==> src/assert_macros.svh <==
// assertion macros used by the top-level rtl file
`ifndef ASSERT_MACROS_SVH
`define ASSERT_MACROS_SVH

// property must hold at every rising clock edge outside reset
`define GCB_ASSERT(lbl, prop) \
    lbl: assert property (@(posedge clk) disable iff (!rst_n) (prop)) \
        else $error("assertion failed");

// condition must never be seen outside reset
`define GCB_NEVER(lbl, cond) \
    lbl: assert property (@(posedge clk) disable iff (!rst_n) !(cond)) \
        else $error("forbidden condition seen");

`endif

==> src/gcb_pkg.sv <==
// shared types, constants and elaboration-time table functions
package gcb_pkg;

    typedef struct packed {
        logic zero;
        logic full;
    } gcb_tag_t;

    localparam int unsigned GAMMA_MIN   = 80;
    localparam int unsigned GAMMA_MAX   = 260;
    localparam int          PCT_LIMIT   = 50;
    localparam int unsigned PCT_SCALE   = 100;
    localparam int unsigned FULL_SCALE  = 255;
    localparam int unsigned RECIP_100   = 5243;
    localparam int unsigned RECIP_SHIFT = 19;

    localparam logic [1:0] REG_GAMMA    = 2'd0;
    localparam logic [1:0] REG_BRIGHT   = 2'd1;
    localparam logic [1:0] REG_CONTRAST = 2'd2;

    function automatic longint unsigned isqrt_u64(input longint unsigned x);
        longint unsigned res;
        longint unsigned bitv;
        longint unsigned rem;
        res  = 0;
        rem  = x;
        bitv = 64'd1 << 62;
        while (bitv > rem)
            bitv = bitv >> 2;
        while (bitv != 0)
        begin
            if (rem >= res + bitv)
            begin
                rem = rem - (res + bitv);
                res = (res >> 1) + bitv;
            end
            else
            begin
                res = res >> 1;
            end
            bitv = bitv >> 2;
        end
        return res;
    endfunction

    // log2 of x (1..255) with f fraction bits
    function automatic longint log2_fix(input int unsigned x, input int unsigned f);
        int              k;
        longint unsigned z;
        longint          res;
        k = 7;
        while (k > 0 && ((x >> k) & 1) == 0)
            k = k - 1;
        z   = (longint'(x) << f) >> k;
        res = longint'(k) << f;
        for (int i = 1; i <= int'(f); i++)
        begin
            z = (z * z) >> f;
            if (z >= (64'd2 << f))
            begin
                z   = z >> 1;
                res = res + (longint'(1) << (int'(f) - i));
            end
        end
        return res;
    endfunction

    // 2^(-2^-i) with f fraction bits, by repeated square roots
    function automatic longint unsigned exp_root(input int unsigned i, input int unsigned f);
        longint unsigned s;
        s = isqrt_u64(64'd1 << (2 * f - 1));
        for (int j = 1; j < int'(i); j++)
            s = isqrt_u64(s << f);
        return s;
    endfunction

endpackage

==> src/gcb_div.sv <==
// pipelined restoring divider, one quotient bit per stage
module gcb_div #(
    parameter int NW = 26,
    parameter int QW = 20
) (
    input  logic                    clk,
    input  logic                    rst_n,
    input  logic                    en,
    input  logic                    in_valid,
    input  logic [NW-1:0]           in_num,
    input  gcb_pkg::gcb_tag_t       in_tag,
    input  logic [8:0]              divisor,
    output logic                    out_valid,
    output logic [QW-1:0]           out_quot,
    output gcb_pkg::gcb_tag_t       out_tag
);
    import gcb_pkg::*;

    logic              v_reg   [QW+1];
    logic [8:0]        rem_reg [QW+1];
    logic [QW-1:0]     low_reg [QW+1];
    logic [QW-1:0]     q_reg   [QW+1];
    gcb_tag_t          tag_reg [QW+1];

    assign v_reg[0]   = in_valid;
    assign rem_reg[0] = 9'(in_num[NW-1:QW]);
    assign low_reg[0] = in_num[QW-1:0];
    assign q_reg[0]   = '0;
    assign tag_reg[0] = in_tag;

    for (genvar j = 0; j < QW; j++)
    begin : g_stage
        logic [9:0] trial;
        logic       ge;
        assign trial = {rem_reg[j], low_reg[j][QW-1]};
        assign ge    = trial >= {1'b0, divisor};

        always_ff @(posedge clk or negedge rst_n)
        begin
            if (!rst_n)
                v_reg[j+1] <= 1'b0;
            else if (en)
                v_reg[j+1] <= v_reg[j];
        end

        always_ff @(posedge clk)
        begin
            if (en)
            begin
                rem_reg[j+1] <= ge ? 9'(trial - {1'b0, divisor}) : trial[8:0];
                low_reg[j+1] <= {low_reg[j][QW-2:0], 1'b0};
                q_reg[j+1]   <= {q_reg[j][QW-2:0], ge};
                tag_reg[j+1] <= tag_reg[j];
            end
        end
    end

    assign out_valid = v_reg[QW];
    assign out_quot  = q_reg[QW];
    assign out_tag   = tag_reg[QW];

endmodule

==> config.mk <==
export PLATFORM = sky130hd
export DESIGN_NAME = gcb_div
export DESIGN_NICKNAME = d
export VERILOG_FILES = /design/src/assert_macros.svh /design/src/gcb_pkg.sv /design/src/gcb_div.sv
export SDC_FILE = /design/constraint.sdc
export NUM_CORES = 1
export LEC_CHECK = 0
export BUFFER_PORTS_ARGS = -buffer_cell sky130_fd_sc_hd__buf_4
export CAP_MARGIN = 30
export CORE_ASPECT_RATIO = 0.75
export CORE_MARGIN = 1
export CORE_UTILIZATION = 40
export DETAILED_ROUTE_END_ITERATION = 10
export REMOVE_ABC_BUFFERS = 1
export SLEW_MARGIN = 40
export SYNTH_ARGS = -nofsm -noshare
export SYNTH_HDL_FRONTEND = slang
export SYNTH_SLANG_ARGS = --single-unit
==> constraint.sdc <==
create_clock -name clk -period 2.85 [get_ports clk]
set_input_delay 0.285 -clock clk [delete_from_list [all_inputs] [get_ports clk]]
set_output_delay 0.285 -clock clk [all_outputs]
set_load 0.05 [all_outputs]
==> out/results.txt <==
The total number of vias came out at 16290. The tools report the core area as 70600 µm². The total placed instance area is 31400 µm², and the largest net degree at the start of global routing is 88.

The number of hold violations in the final report is 0. Top routing layer in use: met4. Final hold analysis gives a worst-case slack of 57.1 ps. The worst hold path belongs to the class input pin to flip-flop.

The HPWL after detailed placement was 35.5 mm; the peak ir drop on the vdd network was 0.434 mV. The most numerous cell type found on the critical path is inv_1. The worst setup path is of the flip-flop to flip-flop kind. In the final layout, the share of cells above drive strength 1 is 20.4%. The tools report the total of warnings raised by yosys as 0.

Iteration-0 DRC count of the detailed router: 1026. The measured slew at the worst slew-check pin is 605 ps, and the clock-pin slew of the registers on the worst-case setup and hold paths is 60 ps. Horizontal extent of the die: 312 µm. After synthesis, the largest family of logic cells by area is adder cells. The total chip power was 33200 µW; the met2 wire length was 23.6 mm.

In the final routing, the length of wire on met1 measures 26.3 mm. The number of endpoints failing setup at the final stage came out at 0. Primary flip-flop cell chosen by synthesis mapping: edfxtp_1. The number of nets in the layout is 2442, and the number of antenna diodes is 0. Summed over all layers, the routed wires come to 53.5 mm.

The logs give 0 for the DRC violation count after routing and 28800 µm² for the synthesized area. For this run, asynchronously set or reset flops after synthesis account for 3.17%. For the final database, setup skew stands at 17.4 ps. For the floorplan die area, the log shows 73000 µm². Summing the areas of all xor and xnor instances in the mapped netlist gives 2.86% of the synthesized area.

For this run, the slowest stage of the critical path takes 350 ps. The congestion estimate from routability-driven global placement came to 0.861. The number of inserted filler cells in the final layout was 6143. The count of max-cap constraint violations is 0. In this run the tool buffered the top-level ports with 63 buffer cells.

The clock tree synthesis step divided the H-tree into 3 levels. For this run the aggregate overflow at the end of global routing stands at 0. Summed over all cells, the static leakage comes to 0.0129 µW. The synthesized design spends more area on one cell type than any other, namely edfxtp_1.

Dividing the detail-routed wire length by the instance count gives 16.7 µm. The slowest stage of the critical path belongs to the cell edfxtp_1. Summing the areas of all and, or, nand and nor instances in the mapped netlist gives 4.93% of the synthesized area. The tools report the sort of element at the end of the critical path as a flip-flop. The number of clock buffers added by TritonCTS is 67. The cell area power density was 978 nW/µm².

The time the worst path needs with I/O delays and setup was 2710 ps; the signed area change from the synthesized netlist to the final layout was 18.0%. Synthesis produced 1935 cells. The final worst-path cycle share was 95.0%; the instance count after placement with tap cells included was 3052. The synthesized design devotes to its leading area cell type 63.8% of total area. A synthesized cell averages 14.9 µm². The synthesized netlist devotes 8.89% of its cell area to compound gates. After detailed routing, the met3 layer carries 1.95 mm of wire. The first global-routing pass estimated 87.8 mm of wire. Setup repair after global routing left no endpoint under its margin. The number of pins exceeding their max-slew limit in the final report was 0. Walking the worst path, the cells encountered are inv_1, ha_1, inv_1, fa_2, a211oi_2, o31ai_2, o2111a_1, a2111oi_4, buf_4, mux2_2.

The initial utilization of the core area, before any placement, comes to 40.7%. The average vias per placed instance was 5.09. STA puts the critical path data required time at 3210 ps. The run gives 0 as the number of antenna violations at the first check in global routing. The unique cell type count in the Yosys netlist was 50; the post-synthesis register bit count was 631. The count of flip-flops with a built-in enable after synthesis came out at 611. The run finished with clean final reports. Number of global-route vias before repair: 16493. Arrival time of data at the critical path endpoint: 3070 ps.

STA classifies the critical path startpoint as a flip-flop. The logs give 15.1% for the global-route usage over all layers and 65.5% for the sequential fraction of the synthesis area. The insertion delay of the later-clocked pin in the worst-skew pair was 610 ps; the final instance area was 33900 µm². The count of standard-cell rows is 84.

The maximum clock frequency is 0.369 GHz, and the count of antenna-violating nets left after detailed routing is 0. The share of synthesized area spent on multiplexers works out to 6.42%. The tree is rooted in a clkbuf_16. The maximum fanout along the worst path was 4. Number of primary I/O pins: 64.

The worst slew margin relative to its limit was 59.4%. For the final cell count without fillers, the log shows 3203. TritonCTS built the clock tree. Sorting the synthesized cells by area gives the leading types as edfxtp_1 64%, ha_1 7.7%, mux2_2 5.8%. The vertical die dimension came out at 234 µm. The number of iterations in the first detailed-routing pass is 7. The tree built by TritonCTS fans out to 631 sinks. In this run the deepest clock path goes through 3 buffers.

Adder-cell area share of the yosys netlist: 9.07%.
final timing paths:
check | from | end | slack, ps | depth (start not counted)
max in group asynchronous | rst_n | v_reg[12] | 2550 | 2
worst min register to register | low_reg[388] | low_reg[369] | 400 | 0
min in group asynchronous | rst_n | out_valid | 90 | 2
worst min-delay path | in_num[19] | g_stage[1].trial[1] | 60 | 3
worst max-delay path | g_stage[10].trial[0] | g_stage[11].trial[2] | 140 | 10
worst max register to register | g_stage[10].trial[0] | g_stage[11].trial[2] | 140 | 10
per-layer routing:
| layer | vias to the layer above | global-route usage [%] |
|---|---|---|
| met4 | 0 | 5.35 |
| met5 | - | 0 |
| met3 | 120 | 3.10 |
| li1 | 7983 | - |
| met2 | 290 | 23.1 |
| met1 | 7897 | 21.3 |
timing repair:
item                       CTS  global route
setup buffers                0             1
hold buffers                27             0
resized for setup            1             2
hold endpoints to repair    46             0
setup endpoints to repair    1             8
gates cloned                 0             1
pin swaps                    0             3
cell type report:
| type | count | area [µm²] | share of cell area (%) |
|---|---|---|---|
| Inverter | 123 | 462 | 1.36 |
| Sequential cell | 631 | 18800 | 55.5 |
| Clock inverter | 45 | 445 | 1.31 |
| Multi-Input combinational cell | 1151 | 9260 | 27.3 |
| Timing Repair Buffer | 230 | 1990 | 5.87 |
| Tap cell | 946 | 1180 | 3.49 |
| Clock buffer | 77 | 1760 | 5.17 |
cells in the mapped netlist (4+ instances only):
master,number
a21o_1,26
ha_1,178
nand2b_1,40
a221oi_1,14
o2111ai_1,14
clkbuf_1,8
nor2b_1,5
o21ai_0,41
inv_1,123
xnor2_1,68
nand3_1,11
edfxtp_1,611
o2111a_1,15
nand2_1,82
xor2_1,26
a31oi_1,8
a211o_1,4
nand4_1,21
fa_1,19
o21bai_1,6
nor3_1,10
mux2i_1,19
o21ai_1,14
o31ai_1,30
buf_4,22
nor2_1,129
dfrtp_1,20
o211ai_1,20
nand3b_1,5
a211oi_1,37
mux2_2,147
a21oi_1,131
logic make-up after synthesis:
family	after synthesis
fa+ha+maj	197
buf+inv	153
compound gates	382
flops	631
mux	166
xor+xnor	94
simple gates	312
worst max-delay path: cells and delay by family, from the launching register on:
family / cells / cell delay [ps]
multiplexers: 1 / 330
AO/OA/AOI/OAI: 4 / 930
flip-flops: 1 / 350
adder cells (fa/ha/maj): 2 / 500
buffers and inverters: 3 / 340
placed cells by master, fill, tap and decap left out, types with 68 or more instances in the layout:
cell type | netlist | routed
xnor2_1 | 68 | 68
clkbuf_16 | 0 | 68
a21oi_1 | 131 | 131
edfxtp_1 | 611 | 611
buf_4 | 22 | 186
nand2_1 | 82 | 82
mux2_2 | 147 | 147
ha_1 | 178 | 178
inv_1 | 123 | 122
nor2_1 | 129 | 129
through the flow:
step,worst slack (ps),setup TNS (ps),utilization (%)
2_1_floorplan,-618,-46620,-
3_3_place_gp,-15.1,-88.6,44.5
3_5_place_dp,-67.2,-431,44.5
4_1_cts,22.3,0,48.0
5_1_grt,3.44,0,48.1
6_report,142,0,48.1
report_power, final:
part / internal [µW] / switching [µW] / leakage [µW]
clock network: 5100 / 3670 / 0.00107
registers: 12600 / 862 / 0.00619
logic: 5430 / 5520 / 0.00568
Note: power is estimated with default switching activity, not from simulation.
