File: config.mk
export PLATFORM = sky130hd
export DESIGN_NAME = gcb_exp2
export DESIGN_NICKNAME = d
export VERILOG_FILES = /design/src/assert_macros.svh /design/src/gcb_pkg.sv /design/src/gcb_exp2.sv
export SDC_FILE = /design/constraint.sdc
export NUM_CORES = 2
export LEC_CHECK = 0
export ABC_AREA = 1
export BUFFER_PORTS_ARGS = -buffer_cell sky130_fd_sc_hd__buf_2
export CAP_MARGIN = 20
export CORE_ASPECT_RATIO = 1.5
export CORE_MARGIN = 10
export CORE_UTILIZATION = 48
export DETAILED_ROUTE_END_ITERATION = 16
export GPL_TIMING_DRIVEN = 0
export SETUP_SLACK_MARGIN = 0.4
export SLEW_MARGIN = 20
export SYNTH_ARGS = -nofsm -noshare
export SYNTH_HDL_FRONTEND = slang
export SYNTH_SLANG_ARGS = --single-unit
File: constraint.sdc
create_clock -name clk -period 9.6 [get_ports clk]
set_input_delay 0 -clock clk [delete_from_list [all_inputs] [get_ports clk]]
set_output_delay 0 -clock clk [all_outputs]
set_load 0.005 [all_outputs]
File: src/assert_macros.svh
// assertion macros used by the top-level rtl file
`ifndef ASSERT_MACROS_SVH
`define ASSERT_MACROS_SVH

// property must hold at every rising clock edge outside reset
`define GCB_ASSERT(lbl, prop) \
    lbl: assert property (@(posedge clk) disable iff (!rst_n) (prop)) \
        else $error("assertion failed");

// condition must never be seen outside reset
`define GCB_NEVER(lbl, cond) \
    lbl: assert property (@(posedge clk) disable iff (!rst_n) !(cond)) \
        else $error("forbidden condition seen");

`endif

File: src/gcb_pkg.sv
// shared types, constants and elaboration-time table functions
package gcb_pkg;

    typedef struct packed {
        logic zero;
        logic full;
    } gcb_tag_t;

    localparam int unsigned GAMMA_MIN   = 80;
    localparam int unsigned GAMMA_MAX   = 260;
    localparam int          PCT_LIMIT   = 50;
    localparam int unsigned PCT_SCALE   = 100;
    localparam int unsigned FULL_SCALE  = 255;
    localparam int unsigned RECIP_100   = 5243;
    localparam int unsigned RECIP_SHIFT = 19;

    localparam logic [1:0] REG_GAMMA    = 2'd0;
    localparam logic [1:0] REG_BRIGHT   = 2'd1;
    localparam logic [1:0] REG_CONTRAST = 2'd2;

    function automatic longint unsigned isqrt_u64(input longint unsigned x);
        longint unsigned res;
        longint unsigned bitv;
        longint unsigned rem;
        res  = 0;
        rem  = x;
        bitv = 64'd1 << 62;
        while (bitv > rem)
            bitv = bitv >> 2;
        while (bitv != 0)
        begin
            if (rem >= res + bitv)
            begin
                rem = rem - (res + bitv);
                res = (res >> 1) + bitv;
            end
            else
            begin
                res = res >> 1;
            end
            bitv = bitv >> 2;
        end
        return res;
    endfunction

    // log2 of x (1..255) with f fraction bits
    function automatic longint log2_fix(input int unsigned x, input int unsigned f);
        int              k;
        longint unsigned z;
        longint          res;
        k = 7;
        while (k > 0 && ((x >> k) & 1) == 0)
            k = k - 1;
        z   = (longint'(x) << f) >> k;
        res = longint'(k) << f;
        for (int i = 1; i <= int'(f); i++)
        begin
            z = (z * z) >> f;
            if (z >= (64'd2 << f))
            begin
                z   = z >> 1;
                res = res + (longint'(1) << (int'(f) - i));
            end
        end
        return res;
    endfunction

    // 2^(-2^-i) with f fraction bits, by repeated square roots
    function automatic longint unsigned exp_root(input int unsigned i, input int unsigned f);
        longint unsigned s;
        s = isqrt_u64(64'd1 << (2 * f - 1));
        for (int j = 1; j < int'(i); j++)
            s = isqrt_u64(s << f);
        return s;
    endfunction

endpackage

File: src/gcb_exp2.sv
// pipelined 2^(-e), one conditional root multiply per root stage, then a shift stage
module gcb_exp2 #(
    parameter int F = 16
) (
    input  logic                    clk,
    input  logic                    rst_n,
    input  logic                    en,
    input  logic                    in_valid,
    input  logic [F+3:0]            in_exp,
    input  gcb_pkg::gcb_tag_t       in_tag,
    output logic                    out_valid,
    output logic [F:0]              out_pow
);
    import gcb_pkg::*;

    logic          v_reg   [F+1];
    logic [F:0]    r_reg   [F+1];
    logic [F-1:0]  fr_reg  [F+1];
    logic [3:0]    ip_reg  [F+1];
    gcb_tag_t      tag_reg [F+1];
    logic          out_valid_reg;
    logic [F:0]    out_pow_reg;
    logic [F:0]    shifted;

    assign v_reg[0]   = in_valid;
    assign r_reg[0]   = (F+1)'(1) << F;
    assign fr_reg[0]  = in_exp[F-1:0];
    assign ip_reg[0]  = in_exp[F+3:F];
    assign tag_reg[0] = in_tag;

    for (genvar i = 1; i <= F; i++)
    begin : g_stage
        localparam longint unsigned SV = exp_root(i, F);
        localparam logic [F-1:0] S = F'(SV);
        logic [2*F:0] prod;
        assign prod = r_reg[i-1] * S;

        always_ff @(posedge clk or negedge rst_n)
        begin
            if (!rst_n)
                v_reg[i] <= 1'b0;
            else if (en)
                v_reg[i] <= v_reg[i-1];
        end

        always_ff @(posedge clk)
        begin
            if (en)
            begin
                r_reg[i]   <= fr_reg[i-1][F-i] ? prod[2*F:F] : r_reg[i-1];
                fr_reg[i]  <= fr_reg[i-1];
                ip_reg[i]  <= ip_reg[i-1];
                tag_reg[i] <= tag_reg[i-1];
            end
        end
    end

    assign shifted = (32'(ip_reg[F]) > F) ? '0 : (r_reg[F] >> ip_reg[F]);

    always_ff @(posedge clk or negedge rst_n)
    begin
        if (!rst_n)
            out_valid_reg <= 1'b0;
        else if (en)
            out_valid_reg <= v_reg[F];
    end

    always_ff @(posedge clk)
    begin
        if (en)
        begin
            if (tag_reg[F].zero)
                out_pow_reg <= '0;
            else if (tag_reg[F].full)
                out_pow_reg <= (F+1)'(1) << F;
            else
                out_pow_reg <= shifted;
        end
    end

    assign out_valid = out_valid_reg;
    assign out_pow   = out_pow_reg;

endmodule

==> load_flow_metrics.sql <==
INSERT INTO impl_metrics (metric_group, metric, value, unit) VALUES
('global_route', 'antenna_found_initial', '3', ''),
('place', 'gp_congestion', '0.942', ''),
('global_route', 'number_of_global_route_vias_before_repair', '79227', ''),
('setup_path', 'cp-end-kind', 'register', ''),
('global_route', 'grt-ovfl-total', '0', ''),
('synth', 'post-synth-top-area-cell', 'sky130_fd_sc_hd__fa_1', ''),
('place', 'post-place-ws', '3.35', 'ns'),
('drt', 'drt_wl_total', '259000', 'um'),
('synth', 'postSynthCellCount', '11307', ''),
('drt', 'num_vias', '72306', ''),
('global_route', 'grtUsageTotal', '23.7', '%'),
('setup_path', 'worst-r2r-setup-slack', '3.38', 'ns'),
('sta', 'worst-slew-pin-transition', '0.963', 'ns'),
('cts', 'clock_tree_from_tritoncts', 'yes', ''),
('synth', 'synth_top_area_share', '32.5', '%'),
('sta', 'final_slew_violations', '0', ''),
('cts', 'post_cts_resize_count', '0', ''),
('cts', 'cts-buffers-inserted', '59', ''),
('drt', 'first_pass_iters', '8', ''),
('hold_path', 'hold_path.class', 'in2reg', ''),
('cts', 'worst_setup_hold_path_clk_slew', '0.07', 'ns'),
('sta', 'final_period_minus_worst_setup_slack', '6.22', 'ns'),
('setup_path', 'cpPeakStageDelay', '0.66', 'ns'),
('final_layout', 'largest_register_ff_count', '251', ''),
('die', 'die_w', '389', 'um'),
('synth', 'synth_sequential_area_ratio', '15.3', '%'),
('final_layout', 'fillers', '19412', ''),
('sta', 'max_clock_freq', '161', 'MHz'),
('sta', 'grt_setup_unrepaired', 'no', ''),
('die', 'floorplan.initialDensity', '48.2', '%'),
('sta', 'hold_viol_final', '0', ''),
('die', 'die-height', '573', 'um'),
('synth', 'synth_edf_count', '484', ''),
('cts', 'clockRootBuffer', 'sky130_fd_sc_hd__clkbuf_16', ''),
('final_layout', 'finalNetCount', '14597', ''),
('place', 'numPortBuffers', '43', ''),
('sta', 'timing.final.setup_violations', '0', ''),
('setup_path', 'path_max_fanout', '5', ''),
('setup_path', 'timing.setup.critical_path_class', 'reg2reg', ''),
('setup_path', 'critPathMostFrequentCell', 'sky130_fd_sc_hd__fa_1', ''),
('place', 'dpl.hpwl', '227000', 'um'),
('drt', 'drt_iter0_markers', '3594', ''),
('setup_path', 'critPathArrivalTime', '6.73', 'ns'),
('die', 'boundaryPins', '44', ''),
('global_route', 'grt_pass1_wl', '420000', 'um'),
('final_layout', 'register_cell_area_after_layout', '15000', 'um2'),
('cts', 'cts.sink_count', '501', ''),
('sta', 'skew', '0.0550', 'ns'),
('synth', 'netlist_area', '98000', 'um2'),
('sta', 'timing.setup.tns', '0', 'ns'),
('cts', 'cts_buffer_depth', '3', ''),
('synth', 'synthMostInstantiatedCell', 'sky130_fd_sc_hd__inv_1', ''),
('status', 'status', 'finished clean', ''),
('setup_path', 'required', '10.11', 'ns'),
('synth', 'yosys_warnings', '0', ''),
('hold_path', 'hold_path_startpoint', 'in_exp[16]', ''),
('synth', 'synthTopCellsByArea', 'sky130_fd_sc_hd__fa_1 (32%), sky130_fd_sc_hd__ha_1 (19%), sky130_fd_sc_hd__edfxtp_1 (15%)', ''),
('final_layout', 'drive_gt1_share', '2.33', '%'),
('setup_path', 'cpMaxStageDelayCell', 'sky130_fd_sc_hd__edfxtp_1', ''),
('synth', 'library_cells_used_by_synthesis', '52', ''),
('synth', 'synth-async-reset-ratio', '3.39', '%'),
('sta', 'min_period_over_period', '64.8', '%'),
('drt', 'route.detailed.vias_per_inst', '5.10', ''),
('cts', 'cts.repair_timing.setup_buffer_count', '0', ''),
('setup_path', 'startpoint', 'r_reg[47]', ''),
('die', 'placementRows', '203', ''),
('global_route', 'largest_net_degree_at_the_start_of_global_routing', '106', ''),
('synth', 'post_synthesis_register_bit_count', '501', ''),
('drt', 'routed_wire_length_per_instance', '18.3', 'um'),
('drt', 'drt_drc_violations_left', '0', ''),
('cts', 'htreeDepth', '2', '');
## metal layers
| metal | up-vias | global-route usage [%] | wire [um] |
|---|---|---|---|
| met2 | 1371 | 46.9 | 144000 |
| met1 | 35348 | 25.2 | 94800 |
| met4 | 0 | 10.9 | 14200 |
| li1 | 35011 | - | - |
| met5 | - | 0 | 0 |
| met3 | 576 | 1.79 | 6820 |
## cells in the final DEF (no fill, tap or decap), types with 49 or more instances in the layout
| master | synthesis | layout |
|---|---|---|
| sky130_fd_sc_hd__clkbuf_16 | 0 | 59 |
| sky130_fd_sc_hd__o21bai_1 | 64 | 64 |
| sky130_fd_sc_hd__o21ai_0 | 290 | 290 |
| sky130_fd_sc_hd__a21oi_1 | 423 | 423 |
| sky130_fd_sc_hd__ha_1 | 1517 | 1517 |
| sky130_fd_sc_hd__nor3_1 | 57 | 57 |
| sky130_fd_sc_hd__xnor2_1 | 57 | 57 |
| sky130_fd_sc_hd__nor2_1 | 513 | 513 |
| sky130_fd_sc_hd__fa_1 | 1591 | 1591 |
| sky130_fd_sc_hd__nand4_1 | 111 | 111 |
| sky130_fd_sc_hd__edfxtp_1 | 484 | 484 |
| sky130_fd_sc_hd__nand2_1 | 2231 | 2231 |
| sky130_fd_sc_hd__inv_1 | 3123 | 3123 |
| sky130_fd_sc_hd__nand3_1 | 507 | 507 |
| sky130_fd_sc_hd__o21ai_1 | 49 | 49 |
| sky130_fd_sc_hd__buf_2 | 11 | 53 |
## logic make-up after synthesis
group | Yosys count | synth area share, %
compound gates | 861 | 4.66
simple gates | 3559 | 15.2
xor+xnor | 87 | 0.777
buf+inv | 3185 | 12.2
flops | 501 | 15.3
other cells | 2 | 0.00766
fa+ha+maj | 3108 | 51.9
mux | 4 | 0.0421
## final timing paths
path / endpoint / cells after the start
min: ip_reg[60] / 2
max in group asynchronous: v_reg[13] / 3
max reg2reg: r_reg[31] / 19
min reg2reg: ip_reg[58] / 0
max: r_reg[31] / 19
min in group asynchronous: v_reg[5] / 3
## area by class of cell
type,instances,share of cell area (%)
multi-input cells,7623,68.1
flip-flops and latches,501,14.3
inverters,3132,11.3
well taps,2665,3.19
clock buffers,63,1.44
repair buffers,93,0.796
clock inverters,48,0.635
plain buffers,53,0.211
diodes,1,0.00240
## repair_timing
item / in CTS / in global routing
setup endpoints to repair: 0 / 0
hold buffers: 44 / 0
endpoints found under the hold margin: 231 / 0
## stage by stage
stage | util [%] | cells | hold slack (ns) | instance area, um2
3_3_place_gp | 49.9 | 14017 | -0.0701 | 102000
3_5_place_dp | 50.0 | 14023 | -0.0616 | 102000
2_1_floorplan | - | 11309 | -0.296 | 98000
4_1_cts | 51.3 | 14178 | 0.00672 | 104000
5_1_grt | 51.3 | 14179 | 0.0338 | 104000
6_report | 51.3 | 14179 | 0.0439 | 104000
## critical path, delay by kind of cell (launching register included)
kind / cells / cell delay [ns]
adders and majority gates: 7 / 3.55
AOI/OAI and AO/OA: 2 / 0.70
DFF: 1 / 0.66
and+or+nand+nor: 6 / 0.63
buffers and inverters: 4 / 0.44
Power is not shown: default switching activity piles up to over one toggle a cycle in this logic, so the estimate is an artifact.
